**src/rtl/dlsq_pkg.sv**
```systemverilog
// Shared constants for the delta-list sleep queue.
`default_nettype none

package dlsq_pkg;

	localparam int ID_W      = 16;
	localparam int IN_TICK_W = 32;

	localparam logic CMD_INSERT = 1'b0;
	localparam logic CMD_TICK   = 1'b1;

	localparam logic STATUS_WOKEN    = 1'b0;
	localparam logic STATUS_REJECTED = 1'b1;

endpackage

`default_nettype wire

```
**src/rtl/dlsq_in_if.sv**
```systemverilog
// Command channel: insert or tick requests.
`default_nettype none

interface dlsq_in_if import dlsq_pkg::*; ();
	logic                 valid;
	logic                 ready;
	logic                 command;
	logic [ID_W-1:0]      thread_id;
	logic [IN_TICK_W-1:0] sleep_ticks;

	modport source (output valid, output command, output thread_id, output sleep_ticks,
		input ready);
	modport sink (input valid, input command, input thread_id, input sleep_ticks,
		output ready);
endinterface

`default_nettype wire

```
**src/rtl/dlsq_out_if.sv**
```systemverilog
// Result channel: woken or rejected threads.
`default_nettype none

interface dlsq_out_if import dlsq_pkg::*; ();
	logic            valid;
	logic            ready;
	logic [ID_W-1:0] thread_id_out;
	logic            status;
	logic            last;

	modport source (output valid, output thread_id_out, output status, output last,
		input ready);
	modport sink (input valid, input thread_id_out, input status, input last,
		output ready);
endinterface

`default_nettype wire

```
**src/rtl/dlsq_ram.sv**
```systemverilog
// Generic one-write, one-read RAM with registered read data.
`default_nettype none

module dlsq_ram #(
	parameter int WIDTH = 48,
	parameter int DEPTH = 16
) (
	input  wire logic                     clk,
	input  wire logic                     we,
	input  wire logic [$clog2(DEPTH)-1:0] waddr,
	input  wire logic [WIDTH-1:0]         wdata,
	input  wire logic [$clog2(DEPTH)-1:0] raddr,
	output logic      [WIDTH-1:0]         rdata
);

	logic [WIDTH-1:0] mem [DEPTH];

	always_ff @(posedge clk) begin
		if (we) begin
			mem[waddr] <= wdata;
		end
		rdata <= mem[raddr];
	end

endmodule

`default_nettype wire

```
**src/rtl/dlsq_front.sv**
```systemverilog
// Front end: accepts commands, normalizes the sleep time, buffers two commands.
`default_nettype none

module dlsq_front import dlsq_pkg::*; #(
	parameter int TICK_BITS = 32
) (
	input  wire logic                 clk,
	input  wire logic                 arst_n,
	dlsq_in_if.sink                   cmd_ch,
	output logic                      q_valid,
	input  wire logic                 q_ready,
	output logic                      q_cmd,
	output logic     [ID_W-1:0]       q_id,
	output logic     [TICK_BITS-1:0]  q_rem
);

	localparam logic [1:0] QFULL = 2'd2;

	logic [TICK_BITS-1:0] sat;
	logic [TICK_BITS-1:0] rem;
	logic                 push;
	logic                 pop;

	logic                 cmd_q [2];
	logic [ID_W-1:0]      id_q  [2];
	logic [TICK_BITS-1:0] rem_q [2];
	logic                 wr_ptr_q;
	logic                 rd_ptr_q;
	logic [1:0]           fill_q;

	// saturate to the tick width when it is narrower than the input
	generate
		if (TICK_BITS >= IN_TICK_W) begin : g_wide
			assign sat = TICK_BITS'(cmd_ch.sleep_ticks);
		end else begin : g_narrow
			assign sat = (|cmd_ch.sleep_ticks[IN_TICK_W-1:TICK_BITS]) ? '1
				: cmd_ch.sleep_ticks[TICK_BITS-1:0];
		end
	endgenerate

	// a zero sleep counts as one tick
	assign rem = (sat == '0) ? TICK_BITS'(1) : sat;

	assign cmd_ch.ready = (fill_q != QFULL);
	assign push         = cmd_ch.valid && cmd_ch.ready;
	assign q_valid      = (fill_q != 2'd0);
	assign pop          = q_valid && q_ready;

	assign q_cmd = cmd_q[rd_ptr_q];
	assign q_id  = id_q[rd_ptr_q];
	assign q_rem = rem_q[rd_ptr_q];

	always_ff @(posedge clk) begin
		if (push) begin
			cmd_q[wr_ptr_q] <= cmd_ch.command;
			id_q[wr_ptr_q]  <= cmd_ch.thread_id;
			rem_q[wr_ptr_q] <= rem;
		end
	end

	always_ff @(posedge clk or negedge arst_n) begin
		if (!arst_n) begin
			wr_ptr_q <= 1'b0;
			rd_ptr_q <= 1'b0;
			fill_q   <= 2'd0;
		end else begin
			if (push) begin
				wr_ptr_q <= ~wr_ptr_q;
			end
			if (pop) begin
				rd_ptr_q <= ~rd_ptr_q;
			end
			if (push && !pop) begin
				fill_q <= fill_q + 2'd1;
			end else if (pop && !push) begin
				fill_q <= fill_q - 2'd1;
			end
		end
	end

endmodule

`default_nettype wire

```
**src/rtl/dlsq_back.sv**
```systemverilog
// Back end: sequencer that walks, shifts and pops the delta list held in RAM.
`default_nettype none

module dlsq_back import dlsq_pkg::*; #(
	parameter int MAX_SLEEPERS = 16,
	parameter int TICK_BITS    = 32
) (
	input  wire logic                 clk,
	input  wire logic                 arst_n,
	input  wire logic                 q_valid,
	output logic                      q_ready,
	input  wire logic                 q_cmd,
	input  wire logic [ID_W-1:0]      q_id,
	input  wire logic [TICK_BITS-1:0] q_rem,
	dlsq_out_if.source                res_ch
);

	localparam int IW = $clog2(MAX_SLEEPERS);
	localparam int CW = $clog2(MAX_SLEEPERS + 1);
	localparam int DW = ID_W + TICK_BITS;

	localparam logic [CW-1:0] CNT_FULL = CW'(MAX_SLEEPERS);
	localparam logic [IW:0]   DEPTH_X  = (IW + 1)'(MAX_SLEEPERS);

	localparam logic [2:0] ST_IDLE    = 3'd0;
	localparam logic [2:0] ST_TK_DEC  = 3'd1;
	localparam logic [2:0] ST_TK_CHK  = 3'd2;
	localparam logic [2:0] ST_EMIT    = 3'd3;
	localparam logic [2:0] ST_IN_CMP  = 3'd4;
	localparam logic [2:0] ST_SH      = 3'd5;
	localparam logic [2:0] ST_WR_SUCC = 3'd6;
	localparam logic [2:0] ST_WR_NEW  = 3'd7;

	// list position relative to the head -> RAM address
	function automatic logic [IW-1:0] wrap(input logic [IW-1:0] base,
		input logic [IW-1:0] off);
		logic [IW:0] s;
		s = {1'b0, base} + {1'b0, off};
		if (s >= DEPTH_X) begin
			s = s - DEPTH_X;
		end
		return s[IW-1:0];
	endfunction

	logic [2:0]           state_q, state_d;
	logic [IW-1:0]        head_q, head_d;
	logic [CW-1:0]        count_q, count_d;
	logic [TICK_BITS-1:0] rem_q, rem_d;
	logic [ID_W-1:0]      id_q, id_d;
	logic [IW-1:0]        k_q, k_d;
	logic [IW-1:0]        j_q, j_d;
	logic [ID_W-1:0]      succ_id_q, succ_id_d;
	logic [TICK_BITS-1:0] succ_delta_q, succ_delta_d;
	logic [ID_W-1:0]      pend_id_q, pend_id_d;
	logic                 pend_st_q, pend_st_d;

	logic                 res_valid_q;
	logic [ID_W-1:0]      res_id_q;
	logic                 res_st_q;
	logic                 res_last_q;

	logic [IW-1:0]        rd_off;
	logic [IW-1:0]        wr_off;
	logic                 we;
	logic [DW-1:0]        wdata;
	logic [DW-1:0]        rdata;
	logic [TICK_BITS-1:0] rd_delta;
	logic [ID_W-1:0]      rd_id;
	logic [TICK_BITS-1:0] dec;
	logic                 out_free;
	logic                 emit;
	logic                 emit_last;

	assign rd_delta = rdata[TICK_BITS-1:0];
	assign rd_id    = rdata[DW-1:TICK_BITS];
	assign dec      = (rd_delta == '0) ? '0 : rd_delta - TICK_BITS'(1);
	assign out_free = !res_valid_q || res_ch.ready;

	dlsq_ram #(
		.WIDTH(DW),
		.DEPTH(MAX_SLEEPERS)
	) u_ram (
		.clk  (clk),
		.we   (we),
		.waddr(wrap(head_q, wr_off)),
		.wdata(wdata),
		.raddr(wrap(head_q, rd_off)),
		.rdata(rdata)
	);

	always_comb begin
		state_d      = state_q;
		head_d       = head_q;
		count_d      = count_q;
		rem_d        = rem_q;
		id_d         = id_q;
		k_d          = k_q;
		j_d          = j_q;
		succ_id_d    = succ_id_q;
		succ_delta_d = succ_delta_q;
		pend_id_d    = pend_id_q;
		pend_st_d    = pend_st_q;
		rd_off       = '0;
		wr_off       = '0;
		we           = 1'b0;
		wdata        = '0;
		emit         = 1'b0;
		emit_last    = 1'b0;
		q_ready      = 1'b0;

		case (state_q)
			ST_IDLE: begin
				q_ready = 1'b1;
				if (q_valid) begin
					id_d  = q_id;
					rem_d = q_rem;
					k_d   = '0;
					if (q_cmd == CMD_TICK) begin
						if (count_q != '0) begin
							state_d = ST_TK_DEC;
						end
					end else if (count_q == CNT_FULL) begin
						pend_id_d = q_id;
						pend_st_d = STATUS_REJECTED;
						state_d   = ST_EMIT;
					end else if (count_q == '0) begin
						state_d = ST_WR_NEW;
					end else begin
						state_d = ST_IN_CMP;
					end
				end
			end
			ST_TK_DEC: begin
				if (dec != '0) begin
					we      = 1'b1;
					wdata   = {rd_id, dec};
					state_d = ST_IDLE;
				end else begin
					// head wakes; hold it until we know whether it is the last
					pend_id_d = rd_id;
					pend_st_d = STATUS_WOKEN;
					head_d    = wrap(head_q, IW'(1));
					count_d   = count_q - CW'(1);
					rd_off    = IW'(1);
					state_d   = (count_q == CW'(1)) ? ST_EMIT : ST_TK_CHK;
				end
			end
			ST_TK_CHK: begin
				if (out_free) begin
					emit = 1'b1;
					if (rd_delta == '0) begin
						pend_id_d = rd_id;
						head_d    = wrap(head_q, IW'(1));
						count_d   = count_q - CW'(1);
						rd_off    = IW'(1);
						if (count_q == CW'(1)) begin
							state_d = ST_EMIT;
						end
					end else begin
						emit_last = 1'b1;
						state_d   = ST_IDLE;
					end
				end
			end
			ST_EMIT: begin
				if (out_free) begin
					emit      = 1'b1;
					emit_last = 1'b1;
					state_d   = ST_IDLE;
				end
			end
			ST_IN_CMP: begin
				if (rem_q > rd_delta) begin
					rem_d = rem_q - rd_delta;
					if (CW'(k_q) + CW'(1) < count_q) begin
						k_d    = k_q + IW'(1);
						rd_off = k_q + IW'(1);
					end else begin
						k_d     = IW'(count_q);
						state_d = ST_WR_NEW;
					end
				end else begin
					succ_id_d    = rd_id;
					succ_delta_d = rd_delta - rem_q;
					if (count_q - CW'(1) > CW'(k_q)) begin
						j_d     = IW'(count_q - CW'(1));
						rd_off  = IW'(count_q - CW'(1));
						state_d = ST_SH;
					end else begin
						state_d = ST_WR_SUCC;
					end
				end
			end
			ST_SH: begin
				// move entry j one place toward the tail, fetch j-1
				we     = 1'b1;
				wr_off = j_q + IW'(1);
				wdata  = rdata;
				if (j_q - IW'(1) > k_q) begin
					j_d    = j_q - IW'(1);
					rd_off = j_q - IW'(1);
				end else begin
					state_d = ST_WR_SUCC;
				end
			end
			ST_WR_SUCC: begin
				we      = 1'b1;
				wr_off  = k_q + IW'(1);
				wdata   = {succ_id_q, succ_delta_q};
				state_d = ST_WR_NEW;
			end
			ST_WR_NEW: begin
				we      = 1'b1;
				wr_off  = k_q;
				wdata   = {id_q, rem_q};
				count_d = count_q + CW'(1);
				state_d = ST_IDLE;
			end
			default: begin
				state_d = ST_IDLE;
			end
		endcase
	end

	always_ff @(posedge clk or negedge arst_n) begin
		if (!arst_n) begin
			state_q     <= ST_IDLE;
			head_q      <= '0;
			count_q     <= '0;
			res_valid_q <= 1'b0;
		end else begin
			state_q <= state_d;
			head_q  <= head_d;
			count_q <= count_d;
			if (emit) begin
				res_valid_q <= 1'b1;
			end else if (res_ch.ready) begin
				res_valid_q <= 1'b0;
			end
		end
	end

	always_ff @(posedge clk) begin
		rem_q        <= rem_d;
		id_q         <= id_d;
		k_q          <= k_d;
		j_q          <= j_d;
		succ_id_q    <= succ_id_d;
		succ_delta_q <= succ_delta_d;
		pend_id_q    <= pend_id_d;
		pend_st_q    <= pend_st_d;
		if (emit) begin
			res_id_q   <= pend_id_q;
			res_st_q   <= pend_st_q;
			res_last_q <= emit_last;
		end
	end

	assign res_ch.valid         = res_valid_q;
	assign res_ch.thread_id_out = res_id_q;
	assign res_ch.status        = res_st_q;
	assign res_ch.last          = res_last_q;

endmodule

`default_nettype wire

```
**src/rtl/delta_list_sleep_queue.sv**
```systemverilog
// Top level of the delta-list sleep queue.
`default_nettype none

// Sleep queue kept as a delta list in a single RAM used as a ring. Commands
// enter a two-beat queue, so the command side keeps moving while the list
// sequencer works, until two commands wait. An insert does the accept, one
// RAM read per entry walked past, one move per entry shifted toward the tail,
// a successor delta write if the new entry lands before one, and the new
// entry's write. A tick lowers the head's delta and wakes each thread at the
// front whose delta is then zero; an insert into a full queue returns its
// thread id with status rejected. Results wait in an output register, one
// beat each, the last of a command marked by last; a stalled result side holds the sequencer.
module delta_list_sleep_queue import dlsq_pkg::*; #(
	parameter int MAX_SLEEPERS = 16,
	parameter int TICK_BITS    = 32
) (
	input wire logic clk,
	input wire logic arst_n,
	dlsq_in_if.sink    cmd_ch,
	dlsq_out_if.source res_ch
);

	logic                 q_valid;
	logic                 q_ready;
	logic                 q_cmd;
	logic [ID_W-1:0]      q_id;
	logic [TICK_BITS-1:0] q_rem;

	dlsq_front #(
		.TICK_BITS(TICK_BITS)
	) u_front (
		.clk    (clk),
		.arst_n (arst_n),
		.cmd_ch (cmd_ch),
		.q_valid(q_valid),
		.q_ready(q_ready),
		.q_cmd  (q_cmd),
		.q_id   (q_id),
		.q_rem  (q_rem)
	);

	dlsq_back #(
		.MAX_SLEEPERS(MAX_SLEEPERS),
		.TICK_BITS   (TICK_BITS)
	) u_back (
		.clk    (clk),
		.arst_n (arst_n),
		.q_valid(q_valid),
		.q_ready(q_ready),
		.q_cmd  (q_cmd),
		.q_id   (q_id),
		.q_rem  (q_rem),
		.res_ch (res_ch)
	);

endmodule

`default_nettype wire
```
**src/flat_wrapper.sv**
```systemverilog
// flat-port wrapper written by rule: the top's interface ports become plain ports
module delta_list_sleep_queue_flat import dlsq_pkg::*;
#(
	parameter int MAX_SLEEPERS = 16,
	parameter int TICK_BITS    = 32
)
  (clk, arst_n, cmd_ch_valid, cmd_ch_command, cmd_ch_thread_id, cmd_ch_sleep_ticks, cmd_ch_ready, res_ch_valid, res_ch_thread_id_out, res_ch_status, res_ch_last, res_ch_ready);
  dlsq_in_if cmd_ch_i ();
  dlsq_out_if res_ch_i ();
  input wire logic clk;
  input wire logic arst_n;
  input wire logic [$bits(cmd_ch_i.valid)-1:0] cmd_ch_valid;
  input wire logic [$bits(cmd_ch_i.command)-1:0] cmd_ch_command;
  input wire logic [$bits(cmd_ch_i.thread_id)-1:0] cmd_ch_thread_id;
  input wire logic [$bits(cmd_ch_i.sleep_ticks)-1:0] cmd_ch_sleep_ticks;
  output wire logic [$bits(cmd_ch_i.ready)-1:0] cmd_ch_ready;
  output wire logic [$bits(res_ch_i.valid)-1:0] res_ch_valid;
  output wire logic [$bits(res_ch_i.thread_id_out)-1:0] res_ch_thread_id_out;
  output wire logic [$bits(res_ch_i.status)-1:0] res_ch_status;
  output wire logic [$bits(res_ch_i.last)-1:0] res_ch_last;
  input wire logic [$bits(res_ch_i.ready)-1:0] res_ch_ready;
  assign cmd_ch_i.valid = cmd_ch_valid;
  assign cmd_ch_i.command = cmd_ch_command;
  assign cmd_ch_i.thread_id = cmd_ch_thread_id;
  assign cmd_ch_i.sleep_ticks = cmd_ch_sleep_ticks;
  assign cmd_ch_ready = cmd_ch_i.ready;
  assign res_ch_valid = res_ch_i.valid;
  assign res_ch_thread_id_out = res_ch_i.thread_id_out;
  assign res_ch_status = res_ch_i.status;
  assign res_ch_last = res_ch_i.last;
  assign res_ch_i.ready = res_ch_ready;
  delta_list_sleep_queue #(.MAX_SLEEPERS(MAX_SLEEPERS), .TICK_BITS(TICK_BITS)) u_core (.clk(clk), .arst_n(arst_n), .cmd_ch(cmd_ch_i), .res_ch(res_ch_i));
endmodule
```
**config.mk**
```make
export PLATFORM = sky130hd
export DESIGN_NAME = delta_list_sleep_queue_flat
export DESIGN_NICKNAME = d
export VERILOG_FILES = /design/src/rtl/dlsq_pkg.sv /design/src/rtl/dlsq_in_if.sv /design/src/rtl/dlsq_out_if.sv /design/src/rtl/dlsq_ram.sv /design/src/rtl/dlsq_front.sv /design/src/rtl/dlsq_back.sv /design/src/rtl/delta_list_sleep_queue.sv /design/src/flat_wrapper.sv
export SDC_FILE = /design/constraint.sdc
export NUM_CORES = 1
export LEC_CHECK = 0
export ABC_CLOCK_PERIOD_IN_PS = 5900
export BUFFER_PORTS_ARGS = -buffer_cell sky130_fd_sc_hd__buf_4
export CAP_MARGIN = 40
export CORE_MARGIN = 3
export CORE_UTILIZATION = 35
export CTS_CLUSTER_SIZE = 12
export DETAILED_ROUTE_END_ITERATION = 7
export GPL_ROUTABILITY_DRIVEN = 0
export PLACE_DENSITY = 0.61
export SYNTH_ARGS = -nofsm -noshare
export SYNTH_HDL_FRONTEND = slang
export SYNTH_SLANG_ARGS = --single-unit
```
**constraint.sdc**
```tcl
create_clock -name clk -period 5.9 [get_ports clk]
set_clock_uncertainty 0.05 [all_clocks]
set_input_delay 0.885 -clock clk [delete_from_list [all_inputs] [get_ports clk]]
set_output_delay 0.885 -clock clk [all_outputs]
set_load 0.02 [all_outputs]
```
Word-level counts from Yosys, hierarchy flattened --
Memories as Yosys holds them, arrays and structs flattened. A register that Yosys moved wholly into a read port is not among the register bits. Index checks and enable logic that the tools add are counted.
Operators by class: reduce and logical (&&, ||, !) cells 34, add/subtract/negate cells 17, $lt $le $gt $ge 7, bitwise operators 3, muxes and demuxes 79, equality and inequality tests 25
Operators by type and width (number):
- case mux 48 bit (4 select lines) | 1
- 2-to-1 mux 32 bit | 4
- 2-to-1 mux 16 bit | 6
- logical NOT 32 bit | 2
- 2-to-1 mux 4 bit | 16
- case mux 32 bit (2 select lines) | 1
- subtractor 32 bit | 2
- 2-to-1 mux 48 bit | 1
- case mux 16 bit (3 select lines) | 1
- 2-to-1 mux 3 bit | 11
- greater-than comparator 32 bit | 1
- nonzero test 32 bit | 1
- subtractor 32 x 1 -> 32 bit, second input constant | 1
- inequality test 2 bit, second input constant | 12
- case mux 3 bit (8 select lines) | 1
- case mux 4 bit (2 select lines) | 3
- 2-to-1 mux 1 bit | 20
- case mux 4 bit (4 select lines) | 1
- subtractor 4 x 1 -> 4 bit, second input constant | 4
- greater-or-equal comparator 5 bit, second input constant | 3
- 2-to-1 mux 5 bit | 3
- case mux 5 bit (3 select lines) | 1
- AND reduction 7 bit | 2
- nonzero test 2 bit | 7
- other kinds (34) | 60
Word-level totals: RAM bits 866, flip-flop bits (word level) 156, output and inout bits 20, memories kept 4, logic and storage cells 187, input port bits 53
Memories:
- u_core.u_back.u_ram.mem | words 16, width 48, read ports 1, clocked after memory_dff 1, write ports 1, RTL line dlsq_ram.sv:16 | logic [WIDTH-1:0] mem [DEPTH];
- u_core.u_front.rem_q | words 2, width 32, read ports 1, clocked after memory_dff 0, write ports 1, RTL line dlsq_front.sv:26 | logic [TICK_BITS-1:0] rem_q [2];
- u_core.u_front.id_q | words 2, width 16, read ports 1, clocked after memory_dff 0, write ports 1, RTL line dlsq_front.sv:25 | logic [ID_W-1:0] id_q [2];
- u_core.u_front.cmd_q | words 2, width 1, read ports 1, clocked after memory_dff 0, write ports 1, RTL line dlsq_front.sv:24 | logic cmd_q [2];

Depth between registers and ports, before layout --
word-level depth 8, mapped depth 20, depth with buffers taken out 18

By module --
Synthesis repeated with hierarchy kept, for this count alone.
Second synthesis, totals: cells, all modules 2793, area total of the unflattened synthesis 46349.5 um^2
By module, submodules not included:
- dlsq_ram | cells an instance 1242, instances 1, area each 29694.7 um^2, sequential area each 24023.0 um^2
- dlsq_back | cells an instance 1338, instances 1, area each 12484.5 um^2, sequential area each 4499.3 um^2
- dlsq_front | cells an instance 213, instances 1, area each 4170.2 um^2, sequential area each 3042.9 um^2

Worst setup path after synthesis --
Ideal clock, no wire load.
path type reg2reg, start reg u_core.u_back.rem_q[27], end reg u_core.u_back.u_ram.rdata[5], read port of u_core.u_back.u_ram.mem, path slack -0.189 ns, cell stages (with the launch flop) 18, data arrival time 5.902 ns, period minus slack after synthesis 6.089 ns, setup time 0.137 ns, path buffers 4, required time 5.713 ns, cell sequence edfxtp_1 -> inv_1 -> ha_1 -> buf_2 -> nand4_1 -> or4_1 -> or3b_1 -> a21bo_2 -> and2_1 -> a32oi_1 -> nand3_1 -> ha_1 -> clkbuf_1 -> buf_1 -> buf_1 -> mux4_2 -> nand2_1 -> a31oi_1
On the way: word-level cells in the longest chain between the ends 6, elaborated cells between the ends (all ways) 7, classes of those cells add/sub (2); order compare (2); mux (3)
RTL lines:
- start, declared | RTL line dlsq_back.sv:48 | logic [TICK_BITS-1:0] rem_q, rem_d;
- start signal, assigned | RTL line dlsq_back.sv:244 | rem_q <= rem_d;
- greater-than comparator 32 bit * | RTL line dlsq_back.sv:173 | if (rem_q > rd_delta) begin
- 2-to-1 mux 4 bit * | RTL line dlsq_back.sv:173
- case mux 4 bit (4 select lines) * | RTL line dlsq_back.sv:111 | case (state_q)
- adder 4 x 4 -> 5 bit * | RTL line dlsq_back.sv:38 | s = {1'b0, base} + {1'b0, off};
- subtractor 4 x 1 -> 4 bit or greater-or-equal comparator 5 bit (tied branches) | RTL line dlsq_back.sv:40, dlsq_back.sv:39
- 2-to-1 mux 4 bit * | RTL line dlsq_back.sv:39 | if (s >= DEPTH_X) begin
- end, declared | RTL line dlsq_ram.sv:13 | output logic [WIDTH-1:0] rdata
Every way passes the cells marked *; elsewhere a longest branch is shown, timed or not. A chain may end at the register's enable or synchronous reset.

Final worst setup path --
start reg u_core.u_back.rem_q[28], end reg u_core.u_back.u_ram.rdata[38], read port of u_core.u_back.u_ram.mem
The elaborated chain is that of the path after synthesis.

==> results.txt <==
The flow ran to the end, and the final reports show no timing, DRC or antenna violations. Clock latency on the worst-skew pair, taken at its later pin, is 0.71 ns. The synthesized design contains 1,070 register bits. After the last flow step, the layout net total stands at 3,181. The tree is rooted in a sky130_fd_sc_hd__clkbuf_16. For this design, the sink count on the clock tree is 1,070. For the slack of the worst reg-to-reg path, the log shows 0.27 ns. The number of failing setup endpoints in the final timing report is 0.

The worst setup path is of the reg2reg kind. After detailed routing, the number of vias per cell comes to 5.40. By instance count, the leading cell after synthesis is sky130_fd_sc_hd__edfxtp_1. The number of iterations in the first detailed-routing pass came out at 5.

By count the netlist is led by 1,005 x sky130_fd_sc_hd__edfxtp_1, 192 x sky130_fd_sc_hd__mux4_2, 188 x sky130_fd_sc_hd__nand2_1, 135 x sky130_fd_sc_hd__clkbuf_1, 103 x sky130_fd_sc_hd__a21oi_1. The synthesized design spends more area on one cell type than any other, namely sky130_fd_sc_hd__edfxtp_1. The run gives 2,257 as the DRC marker count from the first detailed-route iteration. The initial antenna violation count came out at 0.

The fraction of final layout cells sized beyond drive strength 1 is 21.8%, and the cell area after technology mapping is 46,300 um2. The tools report the instance count of the mapped netlist as 2,893. Global routing finished with a remaining overflow of 0.

The class of the tightest hold or removal check is in2reg. The depth of the CTS H-tree was 3; the largest fanout of any net on the critical path was 43. The initial utilization of the core area, before any placement, comes to 35.5%. The synthesized net count was 3,041. For this design the top-level I/O count stands at 73. After detailed placement, the total cell area comes to 50,000 um2. Entering global routing, the biggest net connects 55 pins.

The kind of end point of the critical path is a flip-flop. The netlist uses 91 different library cells. The clock tree buffer depth is 3, and the final critical-path share of the clock period is 95.4%. Max-cap violations in this run came to 0. The number of hold-slack violations in the final timing report was 0; the achievable clock frequency was 0.178 GHz. Detailed placement finished with a half-perimeter wire length of 67,800 um. The summed area of non-filler cells in the final layout was 53,400 um2; the required time of the critical path was 6.42 ns. In this run the standard cell core region covers 130,000 um2. Setup repair after global routing could not meet its margin everywhere.

The combined global-route utilization of all metal layers is 16.4%. The total number of vias came out at 26,300. The remaining max-slew budget at the tightest pin is 39.8%. For the finished layout, the period the worst path requires is 5.63 ns. For the residual antenna-violating net count after detailed routing, the log shows 0. A synthesized cell averages 16.0 um2. The first global-routing pass estimated 170,000 um of wire. The top cell type by area accounts for 65.2% of the synthesized area.

The post-layout utilization of the core was 40.9%; the CTS buffer count was 108. The synthesized design contains 1,005 enable-type register cells. The most frequently used flop master after synthesis was sky130_fd_sc_hd__edfxtp_1. The slew at the pin with the worst max-slew slack is 0.896 ns. The worst setup path is launched from a flip-flop. TritonCTS built the clock tree. The count of buffers added on input and output ports is 72.

The tools report the number of warnings printed during yosys synthesis as 0. The height of the chip was 370 um. Data on the critical path arrives at its endpoint at 6.15 ns. The number of global-route vias before repair is 26,500. The post-route DRC violation count was 0; the final hold slack was 0.317 ns. After detailed routing, the average wire length per cell comes to 23.3 um. Die footprint: 137,000 um2.

Row generation in the floorplan step produced 132 rows. For this block, the routed nets add up to 113,000 um of wire. Clock-pin slew was measured on the worst setup and hold paths at 0.06 ns. Summed over all failing endpoints, the final setup total negative slack is 0 ns. Of all flip-flops after synthesis, the portion carrying an async set or reset was 1.59%. The die is 370 um wide. The run gives 0 as the max-slew violation count. The repair_antennas step left the layout with diodes totalling 0. Relative to the synthesized area, the layout overhead comes to 15.3%. The share of the Yosys chip area taken by registers is 68.2%. Ranked by total cell area, the synthesized netlist is headed by sky130_fd_sc_hd__edfxtp_1 65%, sky130_fd_sc_hd__mux4_2 9.3%, sky130_fd_sc_hd__ha_1 2.5%.
-- cell families (layout without fill, tap and decap cells) --
kind of cell | after synthesis | after routing | synth area share (%)
AOI/OAI and AO/OA | 511 | 511 | 7.37
xor gates and xnor gates | 112 | 112 | 2.12
adders and majority gates | 95 | 95 | 2.63
buffers and inverters | 283 | 513 | 2.40
DFF | 1070 | 1070 | 68.2
muxes | 287 | 287 | 11.6
and+or+nand+nor | 535 | 535 | 5.72
-- registers in the layout, indices dropped and copies added, names as in the netlist, 4 cells and up --
name and cells:
u_core.u_back.rem_q 32, u_core.u_back.succ_id_q 16, u_core.u_back.pend_id_q 16, u_core.u_front.rem_q 64, u_core.u_back.count_q 5, u_core.u_back.id_q 16
u_core.u_back.head_q 4, u_core.u_front.id_q 32, u_core.u_back.u_ram.rdata 48, u_core.u_back.k_q 4, u_core.u_back.succ_delta_q 32, u_core.u_back.j_q 4
u_core.u_back.u_ram.mem 768, u_core.u_back.res_ch.thread_id_out 16
-- through the flow --
step	cells	setup WS, ns
floorplan	2893	0.374
global placement	4645	0.358
detailed placement	4664	0.279
CTS	4865	0.244
global route	4865	-0.00907
finish	4865	0.272
-- cell type report --
cell class / instances / area (um2)
multi-input combinational: 1540 / 13900
clock buffer: 175 / 3060
inverter: 98 / 368
clock inverter: 25 / 272
tap: 1742 / 2180
fill: 11700 / 77100
timing repair buffer: 215 / 2090
sequential: 1070 / 31600
-- per-layer routing --
| layer | track usage, % | up-vias | share of wire, % |
|---|---|---|---|
| met5 | 0 | - | 0 |
| met4 | 5.07 | 0 | 2.5 |
| met3 | 2.26 | 175 | 6.3 |
| met2 | 26.3 | 914 | 47 |
| met1 | 23.2 | 13600 | 44 |
| li1 | - | 11600 | - |
-- worst paths after layout --
kind	endpoint	cells past startpoint	from
setup / recovery	u_core.u_back.u_ram.rdata[38]	17	u_core.u_back.rem_q[28]
hold / removal	u_core.u_front.id_q[0][14]	1	cmd_ch_thread_id[14]
setup reg to reg	u_core.u_back.u_ram.rdata[38]	17	u_core.u_back.rem_q[28]
hold reg to reg	u_core.u_back.res_ch.thread_id_out[13]	0	u_core.u_back.pend_id_q[13]
max in group asynchronous	u_core.u_front.rd_ptr_q	2	arst_n
min in group asynchronous	u_core.u_back.head_q[0]	2	arst_n
-- critical path: stages (launching register included) --
cell and delay [ns]:
sky130_fd_sc_hd__edfxtp_1 0.39, sky130_fd_sc_hd__inv_1 0.06, sky130_fd_sc_hd__ha_1 0.51, sky130_fd_sc_hd__nand2_1 0.24, sky130_fd_sc_hd__or4_1 0.61, sky130_fd_sc_hd__nor4_1 0.27
sky130_fd_sc_hd__a22oi_1 0.21, sky130_fd_sc_hd__a21bo_2 0.29, sky130_fd_sc_hd__and2_2 0.20, sky130_fd_sc_hd__a32oi_1 0.21, sky130_fd_sc_hd__nand3_1 0.15, sky130_fd_sc_hd__ha_4 0.19
sky130_fd_sc_hd__fa_4 0.89, sky130_fd_sc_hd__buf_12 0.29, sky130_fd_sc_hd__buf_4 0.20, sky130_fd_sc_hd__mux4_2 0.31, sky130_fd_sc_hd__a211oi_2 0.27, sky130_fd_sc_hd__a31oi_1 0.07
-- what timing repair did --
action / in CTS / in global routing
resized for setup: 0 / 5
hold buffers: 1 / 0
endpoints found under the hold margin: 17 / 0
buffers inserted: 0 / 0
endpoints found under the setup margin: 0 / 12
-- placed cells by master, fill, tap and decap left out, drive strengths merged, types with 63 or more instances in the layout --
master and instances:
edfxtp 1005, buf 214, mux4 192, nand2 188
clkbuf 175, a21oi 103, nor2 103, inv 101
ha 91, xnor2 89, mux2 74, o21ai 70
a211oi 63
Power is not shown: default switching activity piles up to over one toggle a cycle in this logic, so the estimate is an artifact.
